**config.mk**
```make
export PLATFORM = sky130hd
export DESIGN_NAME = ots_cell
export DESIGN_NICKNAME = d
export VERILOG_FILES = /design/src/rtl/ots_pkg.sv /design/src/rtl/ots_cell.sv
export SDC_FILE = /design/constraint.sdc
export NUM_CORES = 1
export LEC_CHECK = 0
export BUFFER_PORTS_ARGS = -buffer_cell sky130_fd_sc_hd__buf_2
export CAP_MARGIN = 15
export CORE_AREA = 3 3 95 97
export CTS_BUF_LIST = sky130_fd_sc_hd__clkbuf_8
export CTS_CLUSTER_DIAMETER = 150
export CTS_CLUSTER_SIZE = 28
export DETAILED_ROUTE_END_ITERATION = 8
export DIE_AREA = 0 0 98 100
export GPL_TIMING_DRIVEN = 0
export PLACE_DENSITY = 0.73
export RECOVER_POWER = 100
export SKIP_CTS_REPAIR_TIMING = 1
export SLEW_MARGIN = 20
export SYNTH_ARGS = -nofsm -noshare
export SYNTH_HDL_FRONTEND = slang
export SYNTH_SLANG_ARGS = --single-unit
export TNS_END_PERCENT = 20
```
**constraint.sdc**
```tcl
create_clock -name i_clk -period 3.6 [get_ports i_clk]
set_input_delay 0.72 -clock i_clk [delete_from_list [all_inputs] [get_ports i_clk]]
set_output_delay 0.72 -clock i_clk [all_outputs]
set_load 0.03 [all_outputs]
```
**src/rtl/ots_pkg.sv**
```systemverilog
package ots_pkg;

    localparam int MAX_ITEMS_DEF = 1024;
    localparam int QW            = 32;
    localparam int OUT_CW        = 11;
    localparam int RATIO_W       = 16;
    localparam int CFG_IDX_W     = 2;

    localparam logic [CFG_IDX_W-1:0] CFG_DEF_THR     = 2'd0;
    localparam logic [CFG_IDX_W-1:0] CFG_FLOOR_EN    = 2'd1;
    localparam logic [CFG_IDX_W-1:0] CFG_FLOOR_RATIO = 2'd2;

    localparam logic [QW-1:0]      DEF_THR_RST     = 32'h0000_8000;
    localparam logic [RATIO_W-1:0] FLOOR_RATIO_RST = 16'h8000;
    localparam logic [QW-1:0]      Q_MAX           = 32'h7FFF_FFFF;
    localparam logic [QW-1:0]      Q_MIN           = 32'h8000_0000;

    typedef struct packed {
        logic          vld;
        logic [QW-1:0] score;
        logic          label;
    } t_item;

    typedef struct packed {
        logic vld;
        logic first;
        logic last;
    } t_step;

endpackage

```
**src/rtl/ots_cell.sv**
```systemverilog
module ots_cell
    import ots_pkg::*;
(
    input  logic  i_clk,
    input  logic  i_rst_n,
    input  logic  i_shift,
    input  t_item i_in,
    input  t_item i_right,
    output t_item o_pass,
    output t_item o_held
);

    t_item r_held, n_held;
    t_item r_pass, n_pass;

    // insert: keep the larger score, hand the smaller (or equal) one on; shift: take the right neighbour's item
    always_comb begin
        n_held = r_held;
        n_pass = '0;
        if (i_shift) begin
            n_held = i_right;
        end else if (i_in.vld) begin
            if (!r_held.vld) begin
                n_held = i_in;
            end else if ($signed(i_in.score) > $signed(r_held.score)) begin
                n_held = i_in;
                n_pass = r_held;
            end else begin
                n_pass = i_in;
            end
        end
    end

    always_ff @(posedge i_clk) begin
        if (!i_rst_n) begin
            r_held <= '0;
            r_pass <= '0;
        end else begin
            r_held <= n_held;
            r_pass <= n_pass;
        end
    end

    assign o_pass = r_pass;
    assign o_held = r_held;

endmodule

```
# Word level (Yosys, flattened, before mapping)
# Cells that the tools add are included.
# word_totals
register_bits,68
output_inout_bits,68
in_bits,71
elab_cells,19
# classes
n_lt_le_gt_ge,1
n_bitwise,3
n_eq_ne,1
n_mux,5
reduce_logical,3
# ops
cell,n
33-bit two-way mux,3
34-bit two-way mux,2
32-bit > comparator,1
4-bit OR reduction,1
"3-bit by 2-bit != test with 1-bit output, second input constant",1
1-bit inverter,3
2-bit AND reduction,1
2-bit nonzero test,1

# Logic depth before layout (Yosys ltp)
# depth
depth_word,5
depth_mapped,11
ltp_nobuf,10

# Worst setup path after synthesis
# No wires, ideal clock.
# synth_path
kind,input port to flip-flop
start,input i_in[8] (netlist name)
end,register r_pass (netlist bit o_pass[1])
stages,10
setup_slack_ns,0.805
required_time_ns,3.472
setup_ns,0.128
n_path_buf,1
t_arrival_ns,2.667
cell_sequence,ha_1 > a21oi_1 > o21ai_1 > a221oi_1 > o211ai_1 > a21oi_2 > mux2i_4 > buf_4 > mux2i_1 > nor2_1
# synth_via
elab_chain_cells,2
# synth_rtl
item,line,source
"start, declared",ots_cell.sv:7,"input t_item i_in,"
32-bit > comparator,ots_cell.sv:25,end else if ($signed(i_in.score) > $signed(r_held.score)) begin
33-bit two-way mux,ots_cell.sv:25,
"end signal, assigned",ots_cell.sv:40,r_pass <= n_pass;
"end, declared",ots_cell.sv:14,"t_item r_pass, n_pass;"
# Every way passes these cells.
# A chain may end at the register's enable or synchronous reset.

# Final worst setup path
# layout_path
start,input i_in[8] (netlist name)
end,register r_pass (netlist bit o_pass[5])
# Same word-level chain as after synthesis.

==> key figures <==
Timing
  – Setup total negative slack: 0 ns
  – Slew Limit Fails: 0
  – Final hold vios: 0
  – Setup violations, final: 0
  – RSZ-0062 raised after global routing: false
  – Rel. slew slack: 61.6%
  – Clock Skew: 0.00695 ns
  – Worst slew pin tran: 0.576 ns
  – Period utilisation layout: 85.5%
  – Minimum clock period: 3.08 ns
  – Max Freq: 0.325 GHz

Synth
  – Number of enable flip-flop cells after synthesis: 0
  – Syn_area_per_cell: 8.97 sq um
  – Unique masters post-synth: 28
  – Synth top area cells: dfxtp_1 37%, mux2i_1 18%, ha_1 11%
  – Post-synth top area share: 36.6%
  – Syn_nets: 518
  – Synth area leader: dfxtp_1
  – Synth Cell Area: 3720 sq um
  – Fraction of registers with async set/reset: 0%
  – Commonest cells post-synth: 68 x dfxtp_1, 66 x mux2i_1, 40 x nand2_1, 38 x inv_1, 35 x o211ai_1
  – Count leader, synth: dfxtp_1
  – Sequential fraction of the synthesis area: 36.6%
  – Yosys reg bits: 68
  – Ys flop type: dfxtp_1
  – Synth warn: 0
  – Instance count of the mapped netlist: 415

Worst setup path
  – Worst Path Max Fanout: 10
  – CP Data Required Time: 3.81 ns
  – CP Capture Type: register
  – CP arrival: 3.28 ns
  – Startpoint types: input pin
  – Crit path kind: input pin to register

Route
  – DR pass1 iterations: 6
  – Total Wirelength: 10600 um
  – DR vias: 3477
  – Remaining DRCs: 0
  – Via density: 5.17
  – DRT antenna net count: 0
  – Iter 0 DRT Violations: 81
  – Drt wl/cell: 15.7 um

Floorplan
  – Die area: 9800 sq um
  – Die height: 100 um
  – Boundary pin count: 139
  – Row count: 33
  – Die width: 98 um
  – Core area: 8220 sq um
  – Starting Density: 45.3%

Finish
  – Finished Core Util: 55.9%
  – Nets: 666
  – Ant diodes: 0
  – Share of layout cells above drive strength 1: 20.8%
  – Final instance area: 4600 sq um
  – Area grow syn2layout: 23.5%

Pwr
  – Sequential share of power: 42.0%
  – Combinational power share: 29.6%
  – Max IR drop VDD: 0.000195 V
  – Clock network fraction of total power: 28.5%
  – Internal power: 0.00131 W
  – Switching share of power: 34.7%
  – Switch Pwr: 0.000694 W
  – Leakage: 2.13 nW
  – Power per standard cell area: 435 nW/um^2

Global routing
  – Largest net degree at the start of global routing: 11
  – Vias in the first global route: 3586
  – Gr usage total: 21.5%
  – First-pass GRT wire length: 17100 um
  – Gr ovfl total: 0
  – Antenna violations before repair: 0

Clocking
  – Clk slew on worst S/H paths: 0.07 ns
  – Clock Tree Buf Depth: 2
  – CTS sink cnt: 68
  – Clk_lat worst skew: 0.34 ns
  – CTS buffer count: 9
  – H-tree depth: 3
  – Root buf cell: clkbuf_8
  – CTS tree: built

Placement
  – Final HPWL DP: 8020 um
  – Placed Area: 4540 sq um
  – # port buffers: 137
  – Routability cong.: 0.811

Status
  – Status: complete, no violations

Flow run
  – Max Cap Viol: 0

Hold path
  – Hold Path Class: register to register
## layer usage
layer  share of wire, %  wire, um  global-route usage, %
met5                  0         0                      0
met4                2.3       238                   8.41
met3                5.6       595                   5.63
met2                 48      5120                   36.8
met1                 44      4610                   26.0
## cell type report
type                       instances  area (sq um)
clock inverter                     4          17.5
fill                             799          3620
buffer                            23          98.8
tap                              105           131
multi-input combinational        285          2090
timing repair buffer             137           598
sequential                        68          1360
inverter                          39           146
clock buffer                      11           151
## stage by stage
step	setup WS, ns	cells	total power [W]	hold slack (ns)
final	0.522	672	0.00200	0.494
after global routing	0.270	672	0.00211	0.519
after CTS	0.710	672	0.00203	0.489
after detailed placement	0.350	657	0.00147	0.474
after global placement	0.357	657	0.00145	0.470
after floorplan	0.805	415	0.00128	0.592
## logic make-up (layout without fill, tap and decap cells)
logic type | count (synthesis) | in the layout | share of synthesized area [%]
buffers and inverters | 62 | 214 | 7.16
multiplexers | 67 | 67 | 18.3
AND/OR/NAND/NOR | 122 | 122 | 15.5
flip-flops | 68 | 68 | 36.6
AO/OA/AOI/OAI | 64 | 64 | 11.7
adder cells (fa/ha/maj) | 32 | 32 | 10.8
## worst max-delay path, stage by stage
cell and delay (ns):
clkbuf_1 0.11, ha_1 0.34, a21oi_1 0.14, o21ai_0 0.09, a221oi_1 0.30, o211ai_1 0.14, a21oi_1 0.28, mux2i_4 0.46
clkbuf_2 0.40, mux2i_1 0.23, nor2_1 0.06
## flip-flops by register name, summed over array words and instances, names as in the netlist
name	flops
o_held	34
o_pass	34
## layout by cell type (no fill, tap or decap), drive strengths merged
master	count
o211ai	35
a31oi	1
nand2	40
a211oi	1
mux2i	67
nor2	33
o21ai	7
ha	32
dfxtp	68
a2111o	1
a221oi	1
nor4	3
buf	69
a21oi	18
nand2b	2
nor2b	1
nand3	3
clkbuf	102
nand4	9
inv	40
nor3	1
clkinv	3
or2	30
## final timing paths
path | start | to | slack, ns | depth (start not counted)
worst min register to register | o_held[15] | o_held[15] | 0.49 | 2
worst max register to register | o_held[20] | o_pass[5] | 0.62 | 11
worst min-delay path | o_held[15] | o_held[15] | 0.49 | 2
worst max-delay path | i_in[8] | o_pass[5] | 0.52 | 11
## power by group through the flow
stage	Sequential, W	Clock, W	Combinational (W)
6_report	0.000840	0.000569	0.000592
5_1_grt	0.000847	0.000608	0.000653
4_1_cts	0.000838	0.000575	0.000618
3_5_place_dp	0.000855	0	0.000612
3_3_place_gp	0.000853	0	0.000597
2_1_floorplan	0.000938	0	0.000345
(Power assumes the default switching activity.)
