==> src/rtl/ots_pkg.sv <==
package ots_pkg;

    localparam int MAX_ITEMS_DEF = 1024;
    localparam int QW            = 32;
    localparam int OUT_CW        = 11;
    localparam int RATIO_W       = 16;
    localparam int CFG_IDX_W     = 2;

    localparam logic [CFG_IDX_W-1:0] CFG_DEF_THR     = 2'd0;
    localparam logic [CFG_IDX_W-1:0] CFG_FLOOR_EN    = 2'd1;
    localparam logic [CFG_IDX_W-1:0] CFG_FLOOR_RATIO = 2'd2;

    localparam logic [QW-1:0]      DEF_THR_RST     = 32'h0000_8000;
    localparam logic [RATIO_W-1:0] FLOOR_RATIO_RST = 16'h8000;
    localparam logic [QW-1:0]      Q_MAX           = 32'h7FFF_FFFF;
    localparam logic [QW-1:0]      Q_MIN           = 32'h8000_0000;

    typedef struct packed {
        logic          vld;
        logic [QW-1:0] score;
        logic          label;
    } t_item;

    typedef struct packed {
        logic vld;
        logic first;
        logic last;
    } t_step;

endpackage

==> src/rtl/ots_sweep.sv <==
module ots_sweep
    import ots_pkg::*;
#(
    parameter int CW = $clog2(MAX_ITEMS_DEF + 1)
) (
    input  logic               i_clk,
    input  logic               i_rst_n,
    input  t_step              i_step,
    input  t_item              i_item,
    input  logic [CW-1:0]      i_idx,
    input  logic [CW-1:0]      i_pos,
    input  logic [QW-1:0]      i_def_thr,
    input  logic               i_floor_en,
    input  logic [RATIO_W-1:0] i_floor_ratio,
    output logic               o_valid,
    output logic [QW-1:0]      o_threshold,
    output logic [OUT_CW-1:0]  o_best_true_pos,
    output logic [OUT_CW-1:0]  o_best_pred_pos,
    output logic [OUT_CW-1:0]  o_actual_pos,
    output logic               o_floor_applied
);

    localparam int PW = CW + 17;

    logic [QW-1:0] r_prev, r_top, r_th, n_th;
    logic [CW-1:0] r_tp, r_best_tp, r_best_p, r_nx;
    logic          r_fin1, r_fin2, r_valid, r_floored;
    logic [QW-1:0] r_o_th;
    logic [CW-1:0] r_o_tp, r_o_p, r_o_r;

    logic          e_en, e_better;
    logic [CW-1:0] e_nx;
    logic [QW-1:0] e_cand;
    logic [QW:0]   w_sum;
    logic [QW-1:0] w_mid, w_dec, w_inc, w_th0;
    logic [2*CW+1:0] w_lhs, w_rhs;
    logic [PW-1:0] w_flhs, w_frhs;
    logic          w_low;

    assign w_sum = {i_item.score[QW-1], i_item.score} + {r_prev[QW-1], r_prev};
    assign w_mid = w_sum[QW:1];
    assign w_dec = (r_prev == Q_MIN) ? r_prev : r_prev - 1'b1;
    assign w_inc = (i_item.score == Q_MAX) ? i_item.score : i_item.score + 1'b1;
    assign w_th0 = ($signed(i_def_thr) > $signed(w_inc)) ? i_def_thr : w_inc;

    // one cut evaluation per cycle: group boundary while streaming, final cut after
    always_comb begin
        e_en   = 1'b0;
        e_nx   = i_idx;
        e_cand = w_mid;
        if (r_fin1) begin
            e_en   = 1'b1;
            e_nx   = r_nx;
            e_cand = w_dec;
        end else if (i_step.vld && !i_step.first && i_item.score != r_prev) begin
            e_en = 1'b1;
        end
    end

    assign w_lhs = (2*CW+2)'(r_tp) * (2*CW+2)'({1'b0, r_best_p} + {1'b0, i_pos});
    assign w_rhs = (2*CW+2)'(r_best_tp) * (2*CW+2)'({1'b0, e_nx} + {1'b0, i_pos});
    assign e_better = e_en && (r_tp != '0) && (w_lhs > w_rhs);
    assign n_th = e_better ? e_cand : r_th;

    assign w_flhs = PW'(r_best_tp) << 17;
    assign w_frhs = PW'(i_floor_ratio) * PW'({1'b0, r_best_p} + {1'b0, i_pos});
    assign w_low  = (r_best_tp == '0) ? (i_floor_ratio != '0) : (w_flhs < w_frhs);

    always_ff @(posedge i_clk) begin
        if (!i_rst_n) begin
            r_fin1  <= 1'b0;
            r_fin2  <= 1'b0;
            r_valid <= 1'b0;
        end else begin
            r_fin1  <= i_step.vld && i_step.last;
            r_fin2  <= r_fin1;
            r_valid <= r_fin2;
        end
    end

    always_ff @(posedge i_clk) begin
        if (e_better) begin
            r_best_tp <= r_tp;
            r_best_p  <= e_nx;
        end
        r_th <= n_th;
        if (i_step.vld) begin
            r_prev <= i_item.score;
            if (i_step.first) begin
                r_top     <= i_item.score;
                r_th      <= w_th0;
                r_tp      <= CW'(i_item.label);
                r_best_tp <= '0;
                r_best_p  <= '0;
            end else begin
                r_tp <= r_tp + CW'(i_item.label);
            end
            r_nx <= i_idx + 1'b1;
        end
        if (r_fin2) begin
            r_floored <= i_floor_en && w_low;
            r_o_th    <= (i_floor_en && w_low) ? r_top : r_th;
            r_o_tp    <= r_best_tp;
            r_o_p     <= r_best_p;
            r_o_r     <= i_pos;
        end
    end

    assign o_valid         = r_valid;
    assign o_threshold     = r_o_th;
    assign o_best_true_pos = OUT_CW'(r_o_tp);
    assign o_best_pred_pos = OUT_CW'(r_o_p);
    assign o_actual_pos    = OUT_CW'(r_o_r);
    assign o_floor_applied = r_floored;

endmodule

==> config.mk <==
export PLATFORM = sky130hd
export DESIGN_NAME = ots_sweep
export DESIGN_NICKNAME = d
export VERILOG_FILES = /design/src/rtl/ots_pkg.sv /design/src/rtl/ots_sweep.sv
export SDC_FILE = /design/constraint.sdc
export NUM_CORES = 2
export LEC_CHECK = 0
export ABC_CLOCK_PERIOD_IN_PS = 8900
export BUFFER_PORTS_ARGS = -buffer_cell sky130_fd_sc_hd__buf_4
export CAP_MARGIN = 40
export CELL_PAD_IN_SITES_DETAIL_PLACEMENT = 0
export CELL_PAD_IN_SITES_GLOBAL_PLACEMENT = 1
export CORE_MARGIN = 1.5
export CORE_UTILIZATION = 30
export CTS_BUF_LIST = sky130_fd_sc_hd__clkbuf_8
export DETAILED_ROUTE_END_ITERATION = 8
export GPL_TIMING_DRIVEN = 0
export HOLD_SLACK_MARGIN = 0.08
export PLACE_DENSITY_LB_ADDON = 0.2
export SLEW_MARGIN = 30
export SYNTH_ARGS = -nofsm -noshare
export SYNTH_HDL_FRONTEND = slang
export SYNTH_SLANG_ARGS = --single-unit
==> constraint.sdc <==
create_clock -name i_clk -period 8.9 [get_ports i_clk]
set_input_delay 0.89 -clock i_clk [delete_from_list [all_inputs] [get_ports i_clk]]
set_output_delay 0.89 -clock i_clk [all_outputs]
set_load 0.1 [all_outputs]
Word level (Yosys, flattened, before mapping). Index checks and enable logic that the tools add are counted.

Register bits after elaboration: 209. Word-level logic and storage cells: 63.

Reduce and logical (&&, ||, !) cells: 11. Mux-type cells: 19. Equality and inequality tests: 3. Order comparisons: 3. Multiply operators: 3. Add/sub/neg operators: 8.

Operators with widths (count): two-way mux 32 bit (8); two-way mux 11 bit (7); multiplier 11 x 12 -> 23 bit (2); adder 11 x 11 -> 12 bit (3); adder 32 x 32 -> 33 bit (1); adder 32 x 1 -> 32 bit (second input constant) (1); == test 32 x 31 -> 1 bit (second input constant) (1); == test 32 bit (second input constant) (1); greater-than comparator 32 bit (1); != test 32 bit (1); subtractor 32 x 1 -> 32 bit (second input constant) (1); less-than comparator 28 bit (1); multiplier 16 x 12 -> 28 bit (1); greater-than comparator 23 bit (1); nonzero test 16 bit (1); adder 11 x 1 -> 11 bit (1); adder 11 x 1 -> 11 bit (second input constant) (1); zero test 11 bit (1); nonzero test 11 bit (1); logical AND 1 bit (6); two-way mux 1 bit (4); AND reduction 2 bit (1); zero test 1 bit (1).

Longest topological paths before layout.
Word-level depth: 10. Mapped depth: 52.

Least setup slack after synthesis. OpenSTA, ideal clock, no wires.

Path kind: in2reg. Start: input port i_pos[0]. End: register r_o_th[10] (netlist: o_threshold[10]) (data pin). Slack: -905 ps. Stages: 39. Data arrival time: 9545 ps. Path buffers: 2. Required time: 8640 ps. Path through: ha_1 inv_1 fa_1 nor2b_1 o21ai_0 a21boi_0 o21ai_0 a21boi_0 o21ai_0 a21boi_0 mux2i_1 nand2_1 clkbuf_1 nand2_1 fa_1 fa_1 inv_1 fa_1 (+3 left out) inv_1 ha_1 and3_1 a21oi_1 a31oi_1 a211o_1 a21o_1 a21oi_1 xor2_1 ha_1 or4b_1 a2111oi_0 o2111ai_1 nor4_1 nand4_1 a32oi_2 buf_2 mux2_2.

Cells in the longest elaborated chain, start to end: 6.

RTL lines: start: declaration (line ots_sweep.sv:11) `input logic [CW-1:0] i_pos,`; adder 11 x 11 -> 12 bit (line ots_sweep.sv:66) `assign w_frhs = PW'(i_floor_ratio) * PW'({1'b0, r_best_p} + {1'b0, i_pos});`; multiplier 16 x 12 -> 28 bit (line ots_sweep.sv:66); less-than comparator 28 bit (line ots_sweep.sv:67) `assign w_low = (r_best_tp == '0) ? (i_floor_ratio != '0) : (w_flhs < w_frhs);`; two-way mux 1 bit (line ots_sweep.sv:67); logical AND 1 bit (line ots_sweep.sv:102) `r_o_th <= (i_floor_en && w_low) ? r_top : r_th;`; two-way mux 32 bit (line ots_sweep.sv:102); end signal: assignment (line ots_sweep.sv:102); end: declaration (line ots_sweep.sv:28) `logic [QW-1:0] r_o_th;`.

No other way between the ends. A chain may end at the register's enable or synchronous reset.

Worst setup path in the final report.
Start: input port i_pos[0]. End: register r_o_th[16] (netlist: o_threshold[16]) (data pin).

The elaborated chain is that of the path after synthesis.

==> results list <==
- Outcome: complete, but fails checks
* Failing checks: negative setup slack
- In the routed design, unresolved DRC markers number 0.
- Shortest period the worst path allows: 9.57 ns
- Count of final setup violators: 87
- Clock tree from TritonCTS: yes
* Number of global-route vias before repair: 23900
* Hpwl dp: approximately 78000 µm
* Area of the die: roughly 96000 µm²
* Routed via count: 23100
* Number of buffers added by the clock tree synthesis step: 40
* Type of the worst min-delay path: register to register
- Max-cap violations: 0
- Number of instances in the synthesized netlist: 3088
* Number of nets in the finished design: 4200
- Fraction of layout instances using a drive strength above 1: 20.7%
- In this run, synthesis inferred 152 flip-flops with an integrated enable.
* Post-layout util: 38.0%
* Detailed Route Iter0 Violations: 1401
- Using the TritonRoute via totals, the vias-per-cell ratio works out to 4.87.
- FFs w/ async S/R, synth: 0%
- Post-route antenna net violation count: 0
- Mean instance size in the synthesized netlist: 9.15 µm²
- Buffers from clock root to sink, at most: 3
* Final setup slack of the worst path: -0.668 ns
- In this run the worst path has a maximum fanout of 5.
- Floorplan die width: 310 µm
- In the final layout, the multi-input gates occupy 21800 µm².
- Storage cell area: 5720 µm²
- Routability congestion estimate from global placement: between 0.8 and 0.9
* Worst clock skew: 0.0202 ns
- Sequential share of the synthesized area: 20.2%
* Fill cells: 9635
- Initial antenna violation count: 8
- Summed over all layers, the global routing overflow is 0.
- Final hold vios: 0
* Max frequency: 0.105 GHz
- STA classifies the critical path endpoint as a register.
- For the worst setup path, the data required time is 9.24 ns.
* Clock-pin slew reported for the worst setup and hold paths after clock tree synthesis: 0.06 ns
* Post-Syn Nets: roughly 3800
* Placeable core area: 93300 µm²
- First-pass GRT wire length: roughly 150000 µm
* Period Utilization, post-route: 108%
- Setup repair after global routing could not meet its margin everywhere.
- Entering global routing, the biggest net connects 44 pins.
- Cell at the root of the clock tree: clkbuf_8
* Arrival time at the worst endpoint: just under 10 ns
* Crit start category: primary input
- Final Max Tran Viols: 0
* Syn. warnings: 0
- In the final routed layout, each cell accounts on average for 20.7 µm.
- The worst setup path is of the primary input to register kind.
- Overall track demand over capacity in global routing: 20.6%
- Number of I/O port buffers: 175
- For this run, the slowest stage of the critical path takes 0.53 ns.
* Routed wire length: ~100000 µm
* CTS H-Tree Depth: 2
* Number of distinct standard cells referenced by the synthesized netlist: 82
- For this run, the detailed router's first-pass iteration total came to 5.
- The die is 310 µm tall.
- Adding up every negative setup slack in the final design gives -44.22 ns.
- Most common cell after layout, fill and taps aside: inv_1
- At the placement stage, the worst setup path has a slack of -2.80 ns.
* Primary flip-flop cell chosen by synthesis mapping: edfxtp_1
* P&R area growth vs syn: 25.4%
- Leaving out fill and tap cells, the most frequent cells in the layout are inv_1 (450), nand2_1 (352), fa_1 (307).
* Boundary pin count: 177
- Initial core utilization: 30.3%
- FF+latch count, synth: 209
- The worst pin sits at a relative slew slack of 34.9%.
- Among all stages on the critical path, the largest delay is contributed by fa_2.
- Pin slew with the least headroom to its limit: 0.969 ns
- Latest clock arrival within the worst-skew pair: 0.60 ns
- Row count: 112
- Cell Area, Synth: about 28000 µm²
- Number of clock sinks: 209
## metrics by stage
| step | instance area, µm² | cells | hold slack (ns) |
|---|---|---|---|
| final | 35400 | 4742 | 0.477 |
| after global routing | 35400 | 4742 | 0.483 |
| after CTS | 34700 | 4712 | 0.462 |
| after detailed placement | 31800 | 4531 | 0.455 |
| after global placement | 31600 | 4517 | 0.452 |
| after floorplan | 28700 | 3088 | 0.420 |
## what timing repair did
action / CTS / global route
cloned: 9 / 0
endpoints found under the setup margin: 87 / 87
hold buffers: 0 / 0
buffers inserted: 100 / 34
hold endpoints to repair: 0 / 0
pin swaps: 142 / 121
resized for setup: 270 / 121
## state kept, by name (all words and copies together) (netlist names)
name             flops
r_prev              32
o_floor_applied      1
r_nx                11
r_best_p            11
o_best_pred_pos     11
r_fin1               1
o_actual_pos        11
r_tp                11
r_best_tp           11
r_th                32
r_fin2               1
r_top               32
o_best_true_pos     11
o_valid              1
o_threshold         32
## synth_stat cells, types with 8 or more instances
library cell  number  share of area [%]
a211oi_1          32               0.85
and3_1            23               0.51
ha_1             314                 14
or3_1              9               0.20
o21bai_1          11               0.29
nand3_1           57                1.0
a21o_1            41                1.1
and2_1           169                3.7
o211ai_1          20               0.53
nor2b_1           48                1.1
xor2_1            63                2.0
o21a_1            15               0.40
xnor2_1           90                2.8
a21oi_1          130                2.3
edfxtp_1         152                 16
nand2b_1          42               0.93
a21boi_0           9               0.24
dfxtp_1           57                4.0
a221oi_1           8               0.25
nand4_1           31               0.69
mux2i_1           34                1.2
nor4_1            32               0.71
mux2_2            41                1.6
fa_1             321                 23
a31oi_1           10               0.22
nor3_1            38               0.67
nor2_1           144                1.9
or2_2             14               0.31
nand2_1          366                4.9
clkbuf_1         114                1.5
inv_1            453                6.0
o21ai_0           72                1.3
## layer usage
metal	track usage [%]	share of wire, %	vias to the layer above
met2	31.7	44	606
met3	3.04	5.7	111
li1	-	-	11000
met5	0	0.047	-
met1	30.7	49	11400
met4	3.75	1.8	6
## critical path: cells and delay by family
| family | cells | cell delay, ns |
|---|---|---|
| AOI/OAI and AO/OA | 12 | 2.30 |
| xor gates and xnor gates | 1 | 0.06 |
| adders and majority gates | 9 | 3.47 |
| buffers and inverters | 10 | 1.08 |
| muxes | 2 | 0.58 |
| and+or+nand+nor | 9 | 1.46 |
## path summary, 6_finish.rpt
| check | startpoint | end | slack [ns] | depth (start not counted) |
|---|---|---|---|---|
| worst max-delay path | i_pos[0] | o_threshold[16] | -0.67 | 43 |
| worst min-delay path | r_th[24] | r_th[24] | 0.48 | 2 |
| worst max register to register | r_best_p[0] | o_threshold[16] | -0.63 | 42 |
| worst min register to register | r_th[24] | r_th[24] | 0.48 | 2 |
## cells by family after synthesis
kind of cell	after synthesis	synth area share, %
buf+inv	582	7.95
simple gates	1007	17.8
compound gates	424	9.74
xor+xnor	154	4.80
flops	209	20.2
mux	77	2.92
fa+ha+maj	635	36.6
## area by class of cell
class,count,share of cell area [%]
Clock inverter,27,0.406
Clock buffer,47,1.83
Inverter,453,4.80
Multi-Input combinational cell,2298,61.6
Tap cell,1254,4.43
Buffer,127,2.76
Sequential cell,209,16.1
Timing Repair Buffer,326,8.07
Antenna cell,1,0.00706
Power is not shown: default switching activity piles up to over one toggle a cycle in this logic, so the estimate is an artifact.
